`config.mk`:
```
export PLATFORM = sky130hd
export DESIGN_NAME = jspt_mul
export DESIGN_NICKNAME = d
export VERILOG_FILES = /design/src/rtl/jspt_pkg.sv /design/src/rtl/jspt_mul.sv
export SDC_FILE = /design/constraint.sdc
export NUM_CORES = 2
export LEC_CHECK = 0
export ABC_AREA = 0
export BUFFER_PORTS_ARGS = -buffer_cell sky130_fd_sc_hd__buf_2
export CORE_UTILIZATION = 45
export CTS_CLUSTER_DIAMETER = 80
export CTS_CLUSTER_SIZE = 8
export DETAILED_ROUTE_END_ITERATION = 8
export GPL_ROUTABILITY_DRIVEN = 0
export PLACE_DENSITY_LB_ADDON = 0.25
export SYNTH_ARGS = -nofsm -noshare
export SYNTH_HDL_FRONTEND = slang
export SYNTH_SLANG_ARGS = --single-unit
export TNS_END_PERCENT = 20
```
`constraint.sdc`:
```
create_clock -name clk -period 18.4 [get_ports clk]
set_input_delay 0.92 -clock clk [delete_from_list [all_inputs] [get_ports clk]]
set_output_delay 0.92 -clock clk [all_outputs]
set_load 0.02 [all_outputs]
```
`src/rtl/jspt_pkg.sv`:
```
`timescale 1ns / 1ps
package jspt_pkg;

	// coordinate width default
	localparam int COORD_BITS_DEF = 24;

	// multiplier limb width (partial products are (LIMB_W+1) x (LIMB_W+1) signed)
	localparam int LIMB_W = 24;

	// configuration port
	localparam int LIMIT_W    = 23;
	localparam int COS_W      = 17;
	localparam int CFG_IDX_W  = 2;
	localparam int CFG_DATA_W = 23;

	localparam logic [CFG_IDX_W-1:0] CFG_LINE_DIST = 2'd0;
	localparam logic [CFG_IDX_W-1:0] CFG_MIN_LEN   = 2'd1;
	localparam logic [CFG_IDX_W-1:0] CFG_COS_ANGLE = 2'd2;
	localparam logic [CFG_IDX_W-1:0] CFG_EP_DIST   = 2'd3;

	localparam logic [LIMIT_W-1:0] LINE_DIST_RST = 23'd256;
	localparam logic [LIMIT_W-1:0] MIN_LEN_RST   = 23'd256;
	localparam logic [COS_W-1:0]   COS_ANGLE_RST = 17'd56756;
	localparam logic [LIMIT_W-1:0] EP_DIST_RST   = 23'd256;

	// cosine is Q1.16, so its square carries 32 fraction bits
	localparam int ANGLE_SHIFT = 32;

	// result queue depth, must exceed the pipeline latency
	localparam int OQ_DEPTH = 16;

endpackage

```
`src/rtl/jspt_mul.sv`:
```
`timescale 1ns / 1ps
module jspt_mul #(
	parameter int AW = 25,
	parameter int BW = 25
) (
	input  logic                    clk,
	input  logic signed [AW-1:0]    a,
	input  logic signed [BW-1:0]    b,
	output logic signed [AW+BW-1:0] p
);
	import jspt_pkg::*;

	localparam int NA  = (AW + LIMB_W - 1) / LIMB_W;
	localparam int NB  = (BW + LIMB_W - 1) / LIMB_W;
	localparam int PW  = AW + BW;
	localparam int PPW = 2 * LIMB_W + 2;

	logic signed [NA*LIMB_W-1:0] a_x;
	logic signed [NB*LIMB_W-1:0] b_x;
	logic signed [LIMB_W:0]      a_limb [NA];
	logic signed [LIMB_W:0]      b_limb [NB];
	logic signed [PPW-1:0]       pp_s1 [NA][NB];
	logic signed [PW-1:0]        row_d [NA];
	logic signed [PW-1:0]        row_s2 [NA];
	logic signed [PW-1:0]        sum_d;
	logic signed [PW-1:0]        p_s3;

	assign a_x = (NA*LIMB_W)'(a);
	assign b_x = (NB*LIMB_W)'(b);

	// lower limbs are unsigned, the top limb carries the sign
	always_comb begin
		for (int i = 0; i < NA; i++) begin
			if (i == NA - 1) begin
				a_limb[i] = {a_x[i*LIMB_W + LIMB_W - 1], a_x[i*LIMB_W +: LIMB_W]};
			end else begin
				a_limb[i] = {1'b0, a_x[i*LIMB_W +: LIMB_W]};
			end
		end
		for (int j = 0; j < NB; j++) begin
			if (j == NB - 1) begin
				b_limb[j] = {b_x[j*LIMB_W + LIMB_W - 1], b_x[j*LIMB_W +: LIMB_W]};
			end else begin
				b_limb[j] = {1'b0, b_x[j*LIMB_W +: LIMB_W]};
			end
		end
	end

	always_ff @(posedge clk) begin
		for (int i = 0; i < NA; i++) begin
			for (int j = 0; j < NB; j++) begin
				pp_s1[i][j] <= a_limb[i] * b_limb[j];
			end
		end
	end

	// sums are taken modulo 2^PW; the exact product fits PW bits
	always_comb begin
		for (int i = 0; i < NA; i++) begin
			row_d[i] = '0;
			for (int j = 0; j < NB; j++) begin
				row_d[i] = row_d[i] + (PW'(pp_s1[i][j]) <<< (j * LIMB_W));
			end
		end
	end

	always_ff @(posedge clk) begin
		for (int i = 0; i < NA; i++) begin
			row_s2[i] <= row_d[i];
		end
	end

	always_comb begin
		sum_d = '0;
		for (int i = 0; i < NA; i++) begin
			sum_d = sum_d + (row_s2[i] <<< (i * LIMB_W));
		end
	end

	always_ff @(posedge clk) begin
		p_s3 <= sum_d;
	end

	assign p = p_s3;

endmodule

```
==> results.yml <==
status:
  outcome: "finished, final reports clean"
floorplan:
  initial_core_util_pct: 45.83
  dieHeight_um: 247.9
  die_x_um: 247.9
  io_pins: 101
  rows: 89
  coreArea_um2: 59350
  dieArea_um2: 61440
synthesis:
  synth_top_area_share_pct: 35.62
  synth_cell_type_count: 69
  synth_top_family_by_area: "adder cells"
  synth_flop_cell: "dfxtp_1"
  yosysMostFrequentCell: "inv_1"
  ys_ff_latch: 228
  ys_top_cells_by_area: "fa_1 36%, dfxtp_1 17%, ha_1 10%"
  synth_area_leader_cell: "fa_1"
  synthCells: 2931
  synth-edff-count: 0
  synthXorXnorAreaFrac_pct: 3.928
  synth_warnings: 0
  synth_compound_area_share_pct: 6.499
  seq_area_frac_synth_pct: 16.78
  yosys.area_share.adder_pct: 46.01
  synthSimpleGateAreaFrac_pct: 16.91
  synth_mux_area_share_pct: 0.03680
  ys_async_sr_fraction_pct: 0
  syn-num-nets: 3692
  yosys-top-cells-count: "558 x inv_1, 484 x fa_1, 323 x and2_1"
  avgSynthCellArea_um2: 9.281
  netlist_area_um2: 27200
critical_path:
  crit_slowest_cell: "o311ai_0"
  max_stage_delay_ns: 0.86
  r2r_slack_ns: 15.30
  reg2reg_depth: 10
  cp_cell_sequence: "buf_2 > nand2_1 > fa_1 > inv_1 > fa_1 > inv_1 > fa_1 > fa_1 > inv_1 > fa_1 > inv_1 > fa_1 > fa_1 > inv_1 > ha_1 > a21o_1 > a21o_1 > a21o_1 > and2_1 > o311ai_0 > nand3_1 > a21oi_1 > o21ai_0 > xor2_1"
  crit_fanout: 29
  crit_top_cell: "fa_1"
  critPathLaunchType: "primary input"
  crit_family: "adder cells"
  r2r_start: "row_s2[0][27]"
  critPathRequiredTime_ns: 18.79
  cp-end-kind: "flip-flop"
  cp_data_arrival_time_ns: 8.22
  r2r-end: "p[49]"
  crit_type: "in -> reg"
  path_buf_inv: 6
sta:
  fin_crit_sh_pct: 42.57
  tns_ns: 0
  finClkSkew_ns: 0.01845
  slew_headroom_pct: 32.36
  hold_viol_final: 0
  rsz0062_at_grt: "false"
  fmax_mhz: 127.7
  drv_slew: 0
  setup-violations-final: 0
  whs_ns: 0.3154
  period_minus_slack_ns: 7.833
  worst_slew_pin_slew_ns: 1.002
clock_network:
  clock_latency_ns: 0.51
  clockRootBuffer: "clkbuf_16"
  cts_tree: "done"
  cts-hold-fix-buffers: 0
  cts_setup_buffers: 0
  path_clk_slew_ns: 0.05
  htree_levels: 2
  numClockSinks: 228
  cts-resized-gates: 0
  numCtsBuffers: 34
  cts_buffer_depth: 3
final_layout:
  multi_input_area_um2: 19970
  fin_nets: 3687
  nFillCells: 5553
  regArea_um2: 4564
  synthToLayoutAreaGrowth_pct: 7.042
  antenna-diode-count: 0
  drive_gt1_share_pct: 5.840
global_routing:
  grt_max_degree: 32
  grt_pass1_wl_mm: 107.2
  grt-ovfl-total: 0
  grt_use_total_pct: 22.32
  grt_pass1_vias: 20750
  grt_antenna_before_repair: 0
routing:
  drt_first_iter_violations: 881
  wl_mm: 66.72
  viasPerCell: 5.222
  via_count: 19330
  first_pass_iters: 5
  route.antenna.remaining_nets: 0
  wire_per_inst_um: 18.03
  drc: 0
place:
  hpwl_mm: 50.12
  io_buffers: 100
job:
  drv_cap: 0
hold_path:
  hold_class: "reg -> reg"
  min_to: "row_s2[0][5]"
  whs_path_depth: 0
  hp-start: "pp_s1[0][55]"
cells in the final DEF, fill, tap and decap left out, drive strengths merged, types with 51 or more instances in the layout:
cell type,count
ha,226
and2,323
nor2,60
buf,111
inv,558
a21oi,92
xnor2,94
fa,484
nand2,320
dfxtp,228
o21ai,51
worst max path at each step:
stage,to,from,cells after the start
2_1_floorplan,pp_s1[0][94],a[20],26
3_3_place_gp,pp_s1[0][95],a[12],24
3_5_place_dp,pp_s1[0][95],a[12],24
4_1_cts,pp_s1[0][95],a[12],24
5_1_grt,pp_s1[0][95],a[12],24
6_report,pp_s1[0][95],a[12],24
flip-flops by register name, indices dropped and copies added (netlist names):
| register | flops |
|---|---|
| pp_s1 | 102 |
| row_s2 | 76 |
| p | 50 |
routing by layer:
metal	up-vias	track usage [%]	part of all wire, %
met4	0	7.903	3.3
met5	-	0	0
li1	8862	-	-
met3	144	2.357	5.0
met2	579	39.49	50
met1	9743	28.12	42
through the flow:
step	util, %	cell area (µm²)	instances	worst slack, ns
floorplan	-	27200	2931	11.06
global placement	47.47	28180	3663	10.21
detailed placement	47.47	28180	3663	10.16
CTS	49.06	29120	3701	10.67
global route	49.06	29120	3701	10.37
finish	49.06	29120	3701	10.57
logic make-up (layout without fill, tap and decap cells):
family,count (synthesis),after routing
buffers and inverters,710,707
AOI/OAI and AO/OA,273,273
other,1,1
muxes,1,1
adders and majority gates,710,710
xor gates and xnor gates,122,122
and+or+nand+nor,886,886
DFF,228,228
final cells by class:
| class | instances | share of cell area [%] |
|---|---|---|
| multi-input cells | 1993 | 68.57 |
| flip-flops and latches | 228 | 15.67 |
| inverters | 558 | 7.193 |
| well taps | 773 | 3.321 |
| clock buffers | 34 | 2.922 |
| repair buffers | 111 | 2.002 |
| clock inverters | 4 | 0.3180 |
worst reg2reg max path, delay by kind of cell (launching register included):
family	cells	cell delay, ns
AOI/OAI and AO/OA	7	2.12
xor gates and xnor gates	1	0.12
and+or+nand+nor	1	0.12
DFF	1	0.32
adders and majority gates	1	0.35
Power is not shown: default switching activity piles up to over one toggle a cycle in this logic, so the estimate is an artifact.
